## config.mk

```make
export PLATFORM = sky130hd
export DESIGN_NAME = integer_to_base_n_ascii_unit
export DESIGN_NICKNAME = d
export VERILOG_FILES = /design/src/design/ibn_pkg.sv /design/src/design/integer_to_base_n_ascii_unit.sv /design/src/design/ibn_div.sv
export SDC_FILE = /design/constraint.sdc
export NUM_CORES = 1
export LEC_CHECK = 0
export ABC_AREA = 1
export BUFFER_PORTS_ARGS = -buffer_cell sky130_fd_sc_hd__buf_2
export CORE_MARGIN = 5
export CORE_UTILIZATION = 60
export DETAILED_ROUTE_END_ITERATION = 12
export HOLD_SLACK_MARGIN = 0.02
export PLACE_DENSITY = 0.78
export SYNTH_ARGS = -nofsm -noshare
export SYNTH_HDL_FRONTEND = slang
export SYNTH_SLANG_ARGS = --single-unit
```

## constraint.sdc

```tcl
create_clock -name clk_i -period 2.9 [get_ports clk_i]
set_input_delay 0.58 -clock clk_i [delete_from_list [all_inputs] [get_ports clk_i]]
set_output_delay 0.58 -clock clk_i [all_outputs]
set_load 0.01 [all_outputs]
```

## src/design/ibn_pkg.sv

```systemverilog
// ---------------------------------------------------------------------------
// ibn_pkg
// Widths, constants and helpers of the integer to base-N ASCII unit.
// ---------------------------------------------------------------------------
`default_nettype none

package ibn_pkg;

  localparam int unsigned RADIX_W = 6;
  localparam int unsigned DIGIT_W = 6;
  localparam int unsigned CHAR_W  = 7;

  localparam logic [RADIX_W-1:0] RADIX_MIN   = 6'd2;
  localparam logic [RADIX_W-1:0] RADIX_MAX   = 6'd36;
  localparam logic [RADIX_W-1:0] RADIX_RESET = 6'd10;

  localparam logic [CHAR_W-1:0] ASCII_ZERO = 7'h30;  // '0'
  localparam logic [CHAR_W-1:0] ASCII_NINE = 7'h39;  // '9'
  localparam logic [CHAR_W-1:0] ASCII_A    = 7'h41;  // 'A'
  localparam logic [CHAR_W-1:0] ASCII_Z    = 7'h5A;  // 'Z'
  localparam logic [DIGIT_W-1:0] DEC_TEN   = 6'd10;

  // bases outside 2..36 are clamped to the nearest end
  function automatic logic [RADIX_W-1:0] eff_radix(input logic [RADIX_W-1:0] r);
    logic [RADIX_W-1:0] res;
    if (r < RADIX_MIN) begin
      res = RADIX_MIN;
    end else if (r > RADIX_MAX) begin
      res = RADIX_MAX;
    end else begin
      res = r;
    end
    return res;
  endfunction

  function automatic logic [CHAR_W-1:0] digit_to_ascii(input logic [DIGIT_W-1:0] d);
    logic [CHAR_W-1:0] res;
    if (d < DEC_TEN) begin
      res = ASCII_ZERO + {1'b0, d};
    end else begin
      res = ASCII_A + {1'b0, d - DEC_TEN};
    end
    return res;
  endfunction

endpackage

`default_nettype wire

```

## src/design/integer_to_base_n_ascii_unit.sv

```systemverilog
// ---------------------------------------------------------------------------
// integer_to_base_n_ascii_unit
// Converts an unsigned integer to ASCII digits in a configurable base.
// ---------------------------------------------------------------------------
//   channel   handshake                 payload
//   in        in_valid_i / in_ready_o   value_i
//   out       out_valid_o / out_ready_i digit_char_o, last_digit_o
//   cfg       cfg_we_i                  cfg_wdata_i (radix)
//
// Each digit comes from the bit-serial divider, then each character passes
// through the registered digit store read port (S_FETCH, then S_EMIT); a
// result has at most 31 digits with the default widths (base 2).
// One transaction is in flight at a time; a new one is taken while the final
// character still waits in the output register. Output stalls hold the emit
// loop. Reset sets radix to 10; the digit store is not cleared.
// ---------------------------------------------------------------------------
`default_nettype none

module integer_to_base_n_ascii_unit
  import ibn_pkg::*;
#(
  parameter int unsigned MAX_DIGITS = 32,
  parameter int unsigned VALUE_BITS = 31
) (
  input  wire logic                  clk_i,
  input  wire logic                  rst_ni,
  input  wire logic                  cfg_we_i,
  input  wire logic [RADIX_W-1:0]    cfg_wdata_i,
  input  wire logic                  in_valid_i,
  output logic                       in_ready_o,
  input  wire logic [VALUE_BITS-1:0] value_i,
  output logic                       out_valid_o,
  input  wire logic                  out_ready_i,
  output logic [CHAR_W-1:0]          digit_char_o,
  output logic                       last_digit_o
);

  localparam int unsigned IDX_W = $clog2(MAX_DIGITS);

  localparam logic [1:0] S_IDLE  = 2'd0;
  localparam logic [1:0] S_DIV   = 2'd1;
  localparam logic [1:0] S_FETCH = 2'd2;
  localparam logic [1:0] S_EMIT  = 2'd3;

  logic [1:0]         state_q, state_d;
  logic [RADIX_W-1:0] radix_q;
  logic [RADIX_W-1:0] base_q, base_d;
  logic [IDX_W-1:0]   cnt_q, cnt_d;
  logic [IDX_W-1:0]   rd_ptr_q, rd_ptr_d;

  logic                  out_valid_q;
  logic [CHAR_W-1:0]     char_q;
  logic                  last_q;

  logic [DIGIT_W-1:0] digit_store_q [MAX_DIGITS];
  logic [DIGIT_W-1:0] rd_data_q;

  logic                  div_start;
  logic [VALUE_BITS-1:0] div_dividend;
  logic                  div_done;
  logic [VALUE_BITS-1:0] div_quo;
  logic [DIGIT_W-1:0]    div_rem;
  logic                  wr_en;
  logic                  load_out;

  ibn_div #(
    .VALUE_BITS (VALUE_BITS)
  ) u_div (
    .clk_i       (clk_i),
    .rst_ni      (rst_ni),
    .start_i     (div_start),
    .dividend_i  (div_dividend),
    .divisor_i   (base_q),
    .done_o      (div_done),
    .quotient_o  (div_quo),
    .remainder_o (div_rem)
  );

  always_comb begin
    state_d      = state_q;
    base_d       = base_q;
    cnt_d        = cnt_q;
    rd_ptr_d     = rd_ptr_q;
    div_start    = 1'b0;
    div_dividend = value_i;
    wr_en        = 1'b0;
    load_out     = 1'b0;
    case (state_q)
      S_IDLE: begin
        if (in_valid_i) begin
          base_d    = eff_radix(radix_q);
          cnt_d     = '0;
          div_start = 1'b1;
          state_d   = S_DIV;
        end
      end
      S_DIV: begin
        if (div_done) begin
          wr_en = 1'b1;
          // stop on a zero quotient or a full store
          if (div_quo == '0 || cnt_q == IDX_W'(MAX_DIGITS - 1)) begin
            rd_ptr_d = cnt_q;
            state_d  = S_FETCH;
          end else begin
            cnt_d        = cnt_q + IDX_W'(1);
            div_start    = 1'b1;
            div_dividend = div_quo;
          end
        end
      end
      S_FETCH: begin
        state_d = S_EMIT;
      end
      S_EMIT: begin
        if (!out_valid_q || out_ready_i) begin
          load_out = 1'b1;
          if (rd_ptr_q == '0) begin
            state_d = S_IDLE;
          end else begin
            rd_ptr_d = rd_ptr_q - IDX_W'(1);
            state_d  = S_FETCH;
          end
        end
      end
      default: begin
        state_d = S_IDLE;
      end
    endcase
  end

  always_ff @(posedge clk_i or negedge rst_ni) begin
    if (!rst_ni) begin
      state_q     <= S_IDLE;
      radix_q     <= RADIX_RESET;
      base_q      <= RADIX_RESET;
      cnt_q       <= '0;
      rd_ptr_q    <= '0;
      out_valid_q <= 1'b0;
    end else begin
      state_q  <= state_d;
      base_q   <= base_d;
      cnt_q    <= cnt_d;
      rd_ptr_q <= rd_ptr_d;
      if (cfg_we_i) begin
        radix_q <= cfg_wdata_i;
      end
      if (load_out) begin
        out_valid_q <= 1'b1;
      end else if (out_ready_i) begin
        out_valid_q <= 1'b0;
      end
    end
  end

  always_ff @(posedge clk_i) begin
    if (load_out) begin
      char_q <= digit_to_ascii(rd_data_q);
      last_q <= (rd_ptr_q == '0);
    end
  end

  // digit store, least significant digit at entry 0
  always_ff @(posedge clk_i) begin
    if (wr_en) begin
      digit_store_q[cnt_q] <= div_rem;
    end
    rd_data_q <= digit_store_q[rd_ptr_q];
  end

  assign in_ready_o   = (state_q == S_IDLE);
  assign out_valid_o  = out_valid_q;
  assign digit_char_o = char_q;
  assign last_digit_o = last_q;

endmodule

`default_nettype wire

```

## src/design/ibn_div.sv

```systemverilog
// ---------------------------------------------------------------------------
// ibn_div
// Bit-serial restoring divider: one quotient bit per cycle, small divisor.
// ---------------------------------------------------------------------------
`default_nettype none

module ibn_div
  import ibn_pkg::*;
#(
  parameter int unsigned VALUE_BITS = 31
) (
  input  wire logic                  clk_i,
  input  wire logic                  rst_ni,
  input  wire logic                  start_i,
  input  wire logic [VALUE_BITS-1:0] dividend_i,
  input  wire logic [RADIX_W-1:0]    divisor_i,
  output logic                       done_o,
  output logic [VALUE_BITS-1:0]      quotient_o,
  output logic [DIGIT_W-1:0]         remainder_o
);

  localparam int unsigned CNT_W = $clog2(VALUE_BITS + 1);

  logic                  busy_q, busy_d;
  logic                  done_q, done_d;
  logic [CNT_W-1:0]      cnt_q, cnt_d;
  logic [VALUE_BITS-1:0] quo_q, quo_d;
  logic [DIGIT_W-1:0]    rem_q, rem_d;

  logic [DIGIT_W:0] trial;
  logic [DIGIT_W:0] diff;
  logic             fits;

  // shift the next dividend bit into the partial remainder
  assign trial = {rem_q, quo_q[VALUE_BITS-1]};
  assign fits  = trial >= {1'b0, divisor_i};
  assign diff  = trial - {1'b0, divisor_i};

  always_comb begin
    busy_d = busy_q;
    done_d = 1'b0;
    cnt_d  = cnt_q;
    quo_d  = quo_q;
    rem_d  = rem_q;
    if (start_i && !busy_q) begin
      busy_d = 1'b1;
      cnt_d  = CNT_W'(VALUE_BITS);
      quo_d  = dividend_i;
      rem_d  = '0;
    end else if (busy_q) begin
      quo_d = {quo_q[VALUE_BITS-2:0], fits};
      rem_d = fits ? diff[DIGIT_W-1:0] : trial[DIGIT_W-1:0];
      cnt_d = cnt_q - CNT_W'(1);
      if (cnt_q == CNT_W'(1)) begin
        busy_d = 1'b0;
        done_d = 1'b1;
      end
    end
  end

  always_ff @(posedge clk_i or negedge rst_ni) begin
    if (!rst_ni) begin
      busy_q <= 1'b0;
      done_q <= 1'b0;
      cnt_q  <= '0;
    end else begin
      busy_q <= busy_d;
      done_q <= done_d;
      cnt_q  <= cnt_d;
    end
  end

  always_ff @(posedge clk_i) begin
    quo_q <= quo_d;
    rem_q <= rem_d;
  end

  assign done_o      = done_q;
  assign quotient_o  = quo_q;
  assign remainder_o = rem_q;

endmodule

`default_nettype wire

```

Word level (Yosys, flattened, before mapping) --
Memory sizes are Yosys's and may differ from the RTL's. A register that Yosys moved wholly into a read port is not among the register bits. Index checks and enable logic that the tools add are counted. Widths: inputs -> output; s select.
Word-level totals: register bits 77, RAM bits 192, word-level logic and storage cells 98, output and inout port bits 10, memories kept 1, input port bits 42
Operators by class: equal/unequal tests 12, $add $sub $neg 7, order comparisons 4, reduce and logical (&&, ||, !) cells 17, mux-type cells 44
Memory list:
- digit_store_q | depth 32, bits a word 6, read ports 1, clocked after memory_dff 1, write ports 1, line integer_to_base_n_ascii_unit.sv:55 | logic [DIGIT_W-1:0] digit_store_q [MAX_DIGITS];
Operator list (number):
- $mux 31 | 5
- $mux 5 | 9
- $logic_not 31->1 | 1
- $pmux 5 s2 | 2
- $mux 6 | 3
- $mux 1 | 17
- $mux 2 | 5
- $ne 2x2->1 const B | 5
- $sub 5x1->5 const B | 2
- $pmux 2 s4 | 1
- $reduce_and 4->1 | 2
- $reduce_bool 2->1 | 4
- $add 6x6->7 const A | 1
- $add 7x6->7 const A | 1
- $ge 7x6->1 | 1
- $mux 7 | 1
- $gt 6x6->1 const B | 1
- $lt 6x2->1 const B | 1
- $lt 6x4->1 const B | 1
- $sub 6x4->6 const B | 1
- $sub 6x6->6 | 1
- $add 5x1->5 const B | 1
- $eq 5x1->1 const B | 1
- $eq 5x5->1 const B | 1
- 12 further kinds | 16

Logic depth before layout (Yosys ltp) --
Gate-level depths: netlist of run 1.
depth in word-level cells 8, gate-level depth with buffers 13, mapped depth without buffers 11

Modules after synthesis --
Synthesis of run 1 repeated with hierarchy kept, for this count alone.
Unflattened totals: cells, all modules 1302, area, all modules 12738.5 um2
Modules (own cells, without submodules):
- integer_to_base_n_ascii_unit | sequential area each 6756.5 um2, cells each 1034, area an instance 10475.0 um2, times used 1
- ibn_div | sequential area each 1226.2 um2, cells each 268, area an instance 2263.4 um2, times used 1

Worst setup path after synthesis of run 1 --
No wires, ideal clock.
kind register to register, from reg u_div.busy_q, to reg u_div.quo_q[0], in the netlist u_div.quotient_o[0] (enable), data arrival time 1773 ps, library setup time 471 ps, slack 656 ps, required time 2429 ps, cell stages (with the launch flop) 6, period minus slack after synthesis 2244 ps, cell sequence dfrtp_1 buf_2 clkinv_1 clkbuf_1 buf_1 nand2_1
Between the ends: word-level cells in the longest chain between the ends 4, elaborated cells between the ends (all ways) 5, those cells by class eq/ne (1); reduce/logical (4)
RTL lines:
- start: declaration | line ibn_div.sv:24 | logic busy_q, busy_d;
- start signal: assignment | line ibn_div.sv:67 | busy_q <= busy_d;
- $logic_not 1->1 | line ibn_div.sv:45 | if (start_i && !busy_q) begin
- $logic_and 1x1->1 | line ibn_div.sv:45
- $ne 4x4->1 (no source line) / $reduce_bool 2->1 (equally long branches)
- $reduce_and 2->1 (no source line) (*)
- end signal: assignment | line ibn_div.sv:74 | quo_q <= quo_d;
- end: declaration | line ibn_div.sv:27 | logic [VALUE_BITS-1:0] quo_q, quo_d;
Every way passes the cells marked *; elsewhere a longest branch is shown, timed or not. A chain may end at the register's enable or synchronous reset.

Final worst setup path of run 1 --
from reg cnt_q[0], to reg u_div.quo_q[1], in the netlist u_div.quotient_o[1], data pin
Between the ends: word-level cells in the longest chain between the ends 7
RTL lines:
- start: declaration | line integer_to_base_n_ascii_unit.sv:48 | logic [IDX_W-1:0] cnt_q, cnt_d;
- start signal: assignment | line integer_to_base_n_ascii_unit.sv:142 | cnt_q <= cnt_d;
- $eq 5x5->1 | line integer_to_base_n_ascii_unit.sv:101 | if (div_quo == '0 || cnt_q == IDX_W'(MAX_DIGITS - 1)) begin
- $logic_or 1x1->1 | line integer_to_base_n_ascii_unit.sv:101
- $mux 1 | line integer_to_base_n_ascii_unit.sv:101
- $mux 1 | line integer_to_base_n_ascii_unit.sv:98 | if (div_done) begin
- $pmux 1 s2 | line integer_to_base_n_ascii_unit.sv:88 | case (state_q)
- $logic_and 1x1->1 | line ibn_div.sv:45
- $mux 31 | line ibn_div.sv:45
- net u_div.quo_d[1] | line ibn_div.sv:27
The timed path passes the listed nets, and every way through them passes these cells.

==> impl_metrics.env, run 1 <==
export IMPL_worstSetupStartpointType="register"
export IMPL_max_slew_worst_pin_slew_ns=0.7726
export IMPL_cts_sinks=275
export IMPL_rsz0062_at_grt="no"
export IMPL_ant_nets=0
export IMPL_start_util_pct=61.40
export IMPL_synth_area_leaders="edfxtp_1 (57%), nand2_1 (6.6%), dfrtp_1 (5.8%)"
export IMPL_ys_types=41
export IMPL_grt_max_degree=102
export IMPL_synth_edf_count=231
export IMPL_portBuffers=51
export IMPL_antenna_found_initial=0
export IMPL_yosys_area_top_type="edfxtp_1"
export IMPL_yosys_warnings=0
export IMPL_report_power_total_uw=14390
export IMPL_syn_avg_cell_area_um2=10.71
export IMPL_path_clk_slew_ns=0.06
export IMPL_status="complete, no violations"
export IMPL_cp_slowest_cell="dfrtp_1"
export IMPL_drcViolationCount=0
export IMPL_critPathMaxFanout=36
export IMPL_root_buffer="clkbuf_16"
export IMPL_area_growth_pct=12.47
export IMPL_n_antenna_cell=0
export IMPL_dp_hpwl_um=15650
export IMPL_vias_per_cell=5.711
export IMPL_hold_path_class="input port to asynchronous set/reset pin"
export IMPL_mostFrequentLayoutCells="edfxtp_1 (231), nand2_1 (211), nor2_1 (175), o21ai_0 (123), nand3_1 (90)"
export IMPL_gp_congestion=0.8483
export IMPL_dpl_cell_area_mm2=0.01256
export IMPL_p_per_area_mw_per_mm2=1060
export IMPL_post_route_period_util_pct=76.66
export IMPL_die_height_um=151.8
export IMPL_ios=52
export IMPL_synth_top_area_share_pct=57.48
export IMPL_cap_violations=0
export IMPL_cts_hold_buf=0
export IMPL_min_period_ns=2.223
export IMPL_htreeDepth=1
export IMPL_synthFlopType="edfxtp_1"
export IMPL_grt_overflow=0
export IMPL_setup_viol=0
export IMPL_synth_area_mm2=0.01207
export IMPL_cts_buffer_depth=3
export IMPL_synthesis_nets=1189
export IMPL_vias=8327
export IMPL_fin_skew_ns=0.01461
export IMPL_cp_required_ns=3.18
export IMPL_crit_top_cell="nand2_1"
export IMPL_grt_pass1_wl_um=41750
export IMPL_post_cts_buffers=0
export IMPL_critPathTopFamily="simple AND/OR/NAND/NOR gates"
export IMPL_ys_async_sr_fraction_pct=11.64
export IMPL_slowest_delay_ns=0.44
export IMPL_core_area_mm2=0.01965
export IMPL_worstPathCellList="ha_1, nand2_1, nor2_1, ha_1, inv_1, o21ai_0, nand2_1, nand3_4, nand2_1, nand2_1"
export IMPL_fin_ws_ns=0.6767
export IMPL_final_common_cell="edfxtp_1"
export IMPL_dp_cells=1408
export IMPL_cts_buffers=28
export IMPL_wl_per_cell_um=17.73
export IMPL_leakagePower_uw=0.005215
export IMPL_slew_violations=0
export IMPL_drive_above_1_share_pct=11.74
export IMPL_globalRouteTotalUtil_pct=22.14
export IMPL_rows=51
export IMPL_final_area_mm2=0.01357
export IMPL_cts_repair_resized=0
export IMPL_seq_area_frac_synth_pct=66.15
export IMPL_synth_cells=1127
export IMPL_fin_cells=1458
export IMPL_n_fill_cell=1392
export IMPL_fin_nets=1235
export IMPL_critPathBufInv=1
export IMPL_cts_tree="built"
export IMPL_finalSetupTns_ns=0
export IMPL_grt_pass1_vias=8165
export IMPL_die_w_um=151.8
export IMPL_finalHoldViolCount=0
export IMPL_dpl_worst_slack_ns=0.7181
export IMPL_path_class="register to register"
export IMPL_arrival_ns=2.51
export IMPL_relSlewSlack_pct=48.31
export IMPL_endpoint_kind="register"
export IMPL_drt_iter0_markers=852
export IMPL_dieArea_mm2=0.02305
export IMPL_ir_drop_mv=0.7733
export IMPL_clk_latency_ns=0.54
export IMPL_yosys_register_bits=275
export IMPL_dr_pass1_iters=6
export IMPL_max_freq_ghz=0.4498
export IMPL_drt_total_wl_um=25850
per-layer routing:
metal / routed length [um] / track usage (%) / vias to the layer above
met5: 0 / 0 / -
met4: 719 / 6.507 / 0
met3: 2012 / 3.550 / 59
met2: 12780 / 38.17 / 344
met1: 10340 / 29.32 / 3920
li1: - / - / 4004
worst paths after layout:
path,from,endpoint,slack (ns),cells after the start
min reg2reg,u_div.cnt_q[4]$_DFFE_PN0P_,u_div.done_o$_DFF_PN0_,0.49,1
max,cnt_q[0]$_DFFE_PN0P_,u_div.quotient_o[1]$_DFFE_PP_,0.68,10
min in group clk_i,out_ready_i,out_valid_o$_DFFE_PN0P_,0.25,2
min,rst_ni,u_div.cnt_q[2]$_DFFE_PN0P_,0.11,1
max in group asynchronous,rst_ni,rd_ptr_q[1]$_DFFE_PN0P_,2.27,1
max reg2reg,cnt_q[0]$_DFFE_PN0P_,u_div.quotient_o[1]$_DFFE_PP_,0.68,10
registers in the layout (all words and copies together) (netlist names), 6 cells and up:
signal,count
u_div.quotient_o,31
digit_store_q,192
digit_char_o,7
rd_data_q,6
base_q,6
radix_q,6
u_div.remainder_o,6
report_power, final:
group          switching, uW  internal [uW]  total (uW)
combinational           3250           1440        4690
clock                   1450           2420        3870
sequential               378           5450        5830
synth_stat cells, drive strengths merged (2+ instances only):
cell and n:
nor2 176, nand3b 2, nand2 213, dfstp 4
xor2 8, edfxtp 231, nand4 10, o211ai 26
xnor2 5, ha 19, a21oi 19, dfxtp 12
clkbuf 25, nor3 6, o22ai 16, a31oi 2
or2 4, dfrtp 28, clkinv 2, o21ai 127
nand3 93, inv 67, buf 28
through the flow:
step           hold slack [ns]  utilization [%]
2_1_floorplan           0.2844                -
3_3_place_gp            0.4709            63.89
3_5_place_dp            0.4773            63.89
4_1_cts                 0.1253            69.06
5_1_grt                 0.1558            69.06
6_report                0.1115            69.06
cells by family (layout without fill, tap and decap cells):
family	after synthesis	in the layout	synth area share, %
adder cells (fa/ha/maj)	20	20	2.136
buffers and inverters	122	188	4.303
AO/OA/AOI/OAI	190	190	8.730
flip-flops	275	275	66.15
multiplexers	1	1	0.09331
XOR/XNOR	13	13	0.9435
AND/OR/NAND/NOR	506	506	17.65
final cells by class:
class | count | area [um2] | share of cell area, %
inverters | 69 | 259.0 | 1.908
multi-input cells | 730 | 3566 | 26.27
well taps | 265 | 331.6 | 2.443
flip-flops and latches | 275 | 7985 | 58.83
clock inverters | 16 | 242.7 | 1.788
repair buffers | 69 | 415.4 | 3.060
clock buffers | 34 | 773.2 | 5.697
Note: power is estimated with default switching activity, not from simulation.
==> run 2: changes to the inputs <==
--- a/config.mk
+++ b/config.mk
@@ -5,13 +5,13 @@
 export SDC_FILE = /design/constraint.sdc
 export NUM_CORES = 1
 export LEC_CHECK = 0
-export ABC_AREA = 1
+export ABC_AREA = 0
 export BUFFER_PORTS_ARGS = -buffer_cell sky130_fd_sc_hd__buf_2
 export CORE_MARGIN = 5
-export CORE_UTILIZATION = 60
+export CORE_UTILIZATION = 55
 export DETAILED_ROUTE_END_ITERATION = 12
 export HOLD_SLACK_MARGIN = 0.02
-export PLACE_DENSITY = 0.78
+export PLACE_DENSITY = 0.75
 export SYNTH_ARGS = -nofsm -noshare
 export SYNTH_HDL_FRONTEND = slang
 export SYNTH_SLANG_ARGS = --single-unit
==> constraint.sdc (replaced) <==
create_clock -name clk_i -period 2 [get_ports clk_i]
set_input_delay 0.4 -clock clk_i [delete_from_list [all_inputs] [get_ports clk_i]]
set_output_delay 0.4 -clock clk_i [all_outputs]
set_load 0.01 [all_outputs]
==> run 2 against run 1 <==
The run now ends with negative setup slack left. Sequential power rose by 45%. Synthesized area fell by 2.3%. Critical path type unchanged. Combinational power rose by 26%. Cell count fell by 21%. Highest routed layer unchanged. Synthesized cell count fell by 36%. Non-clock buffer count rose by 74. Core utilization fell by 2.6 points. Register-to-register slack got worse by 0.74 ns. Critical path depth fell by 3. Sequential share of layout area fell by 1.8 points.
==> impl_metrics.env, run 2 <==
export IMPL_utilization_pct=66.46
export IMPL_drive_above_1_share_pct=35.49
export IMPL_violations="negative setup slack"
export IMPL_reg2reg_depth=7
export IMPL_vias_per_cell=5.936
export IMPL_holdWs_ns=0.09079
export IMPL_syn_avg_cell_area_um2=16.41
export IMPL_min_period_ns=2.068
export IMPL_fin_ws_ns=-0.06767
export IMPL_max_slew_worst_pin_slew_ns=0.7509
export IMPL_synthesis_nets=780
export IMPL_leakagePower_uw=0.005010
export IMPL_htreeDepth=1
export IMPL_arrival_ns=2.36
export IMPL_cts_buffer_depth=3
export IMPL_yosys_warnings=0
export IMPL_die_w_um=156.4
export IMPL_critPathMaxFanout=4
export IMPL_synth_top_area_share_pct=58.86
export IMPL_yosys_area_top_type="edfxtp_1"
export IMPL_report_power_total_uw=19190
export IMPL_grt_pass1_wl_um=39050
export IMPL_root_buffer="clkbuf_16"
export IMPL_ant_nets=0
export IMPL_drt_total_wl_um=24810
export IMPL_clk_latency_ns=0.54
export IMPL_grt_max_degree=43
export IMPL_synth_edf_count=231
export IMPL_fin_nets=920
export IMPL_drt_iter0_markers=680
export IMPL_area_growth_pct=18.92
export IMPL_cts_tree="built"
export IMPL_hold_end="radix_q[1]$_DFFE_PN1P_"
export IMPL_rsz0062_at_grt="yes"
export IMPL_synth_area_mm2=0.01179
export IMPL_yosysMostFrequentCell="edfxtp_1"
export IMPL_synthFlopType="edfxtp_1"
export IMPL_wl_per_cell_um=21.50
export IMPL_fin_skew_ns=0.02693
export IMPL_reg2reg_to="u_div.quotient_o[0]$_DFFE_PP_"
export IMPL_ys_top_cells_by_count="edfxtp_1 (231), nor2_1 (55), mux4_2 (48), nand2_1 (45), mux2_4 (30)"
export IMPL_drcViolationCount=0
export IMPL_gp_congestion=0.8687
export IMPL_worstSetupStartpointType="register"
export IMPL_holdCritStartpoint="cfg_wdata_i[1]"
export IMPL_dieArea_mm2=0.02445
export IMPL_grt_pass1_vias=7191
export IMPL_ios=52
export IMPL_ys_types=61
export IMPL_n_antenna_cell=0
export IMPL_largest_register_ffs=192
export IMPL_r2r_setup_slack_ns=-0.07
export IMPL_min_path_cells=3
export IMPL_max_freq_ghz=0.4836
export IMPL_finalHoldViolCount=0
export IMPL_vias=6850
export IMPL_mostFrequentLayoutCells="edfxtp_1 (231), buf_4 (84), nor2_1 (53), buf_2 (51), mux4_2 (48)"
export IMPL_synth_cells=718
export IMPL_synth_area_leaders="edfxtp_1 (59%), mux4_2 (9.2%), dfrtp_1 (5.9%)"
export IMPL_rows=53
export IMPL_ir_drop_mv=1.007
export IMPL_yosys_register_bits=275
export IMPL_cp_required_ns=2.29
export IMPL_p_per_area_mw_per_mm2=1369
export IMPL_globalRouteTotalUtil_pct=20.44
export IMPL_endpoint_kind="register"
export IMPL_grt_overflow=0
export IMPL_antenna_found_initial=0
export IMPL_hold_path_class="input port to register"
export IMPL_path_class="register to register"
export IMPL_dr_pass1_iters=5
export IMPL_status="finished, violations left"
export IMPL_portBuffers=51
export IMPL_path_clk_slew_ns=0.06
export IMPL_setup_viol=31
export IMPL_largest_register="digit_store_q"
export IMPL_start_util_pct=55.89
export IMPL_timing_rr_start="base_q[1]$_DFFE_PN1P_"
export IMPL_cts_buffers=27
export IMPL_relSlewSlack_pct=49.94
export IMPL_seq_area_frac_synth_pct=67.74
export IMPL_dp_hpwl_um=16770
export IMPL_slew_violations=0
export IMPL_post_route_period_util_pct=103.4
export IMPL_die_height_um=156.4
export IMPL_final_common_cell="edfxtp_1"
export IMPL_cap_violations=0
export IMPL_ys_async_sr_fraction_pct=11.64
export IMPL_core_area_mm2=0.02109
export IMPL_cts_sinks=275
==> run 2: cell types whose count changed in the layout (fill, tap and decap cells not counted), sizes merged, moves of 9 or more <==
cell,delta
o22ai,-16
a32o,+9
clkbuf,+9
o21ai,-103
mux2i,+20
nand2,-168
nor2,-121
inv,-43
mux4,+48
mux2,+36
buf,+73
o211ai,-20
nand3,-82
==> run 2: logic make-up (layout without fill, tap and decap cells) <==
family / count (synthesis) / count (layout) / synth area share (%)
AO/OA/AOI/OAI: 89 / 89 / 5.319
XOR/XNOR: 12 / 12 / 0.8918
adder cells (fa/ha/maj): 21 / 21 / 2.272
buffers and inverters: 57 / 218 / 2.176
flip-flops: 275 / 275 / 67.74
multiplexers: 105 / 105 / 15.36
AND/OR/NAND/NOR: 159 / 159 / 6.243
==> run 2: timing repair <==
action,CTS,global route
pin swaps,4,10
setup buffers,5,2
endpoints found under the hold margin,28,0
endpoints found under the setup margin,39,49
hold buffers,1,0
gates resized for setup,8,23
==> run 2: cell type report <==
class	instances	area, um2
Clock inverter	7	62.56
Inverter	25	97.59
Tap cell	275	344.1
Clock buffer	43	795.8
Fill cell	1374	7073
Timing Repair Buffer	143	1010
Sequential cell	275	7994
Multi-Input combinational cell	386	3711
==> run 2: worst max-delay path by stage <==
stage          cells after the start                             end             startpoint
3_3_place_gp                       7   u_div.quotient_o[0]$_DFFE_PP_  base_q[1]$_DFFE_PN1P_
3_5_place_dp                       7   u_div.quotient_o[0]$_DFFE_PP_  base_q[1]$_DFFE_PN1P_
2_1_floorplan                      8   u_div.quotient_o[0]$_DFFE_PP_  base_q[1]$_DFFE_PN1P_
4_1_cts                            8  u_div.quotient_o[30]$_DFFE_PP_   cnt_q[1]$_DFFE_PN0P_
5_1_grt                            8  u_div.quotient_o[30]$_DFFE_PP_   cnt_q[1]$_DFFE_PN0P_
6_report                           7   u_div.quotient_o[0]$_DFFE_PP_  base_q[1]$_DFFE_PN1P_
==> run 2: per-layer routing <==
metal	wire length, um	GRT usage [%]
met1	10180	28.63
met2	12340	33.73
met3	1623	3.263
met4	671	5.785
met5	0	0
==> run 2: per-stage QoR <==
stage	worst slack [ns]	setup TNS, ns	cells	cell area (um2)
after global routing	-0.1079	-2.932	1154	14010
after global placement	-0.06730	-1.137	1098	12970
after CTS	-0.05411	-0.5555	1154	13920
after floorplan	-0.2332	-3.517	718	11840
final	-0.06767	-0.7148	1154	14010
after detailed placement	-0.1200	-1.601	1098	12970
==> run 2: critical path, cell delays in order, from the launching register on <==
cell      delay (ns)
dfstp_2         0.53
inv_2           0.04
ha_4            0.25
nand2b_4        0.08
a21oi_4         0.05
o31a_1          0.32
or2_4           0.28
mux2_4          0.27
==> run 2: power by group <==
| part | switching (uW) | internal, uW |
|---|---|---|
| sequential | 626 | 7800 |
| combinational | 3220 | 2710 |
| clock | 2000 | 2840 |
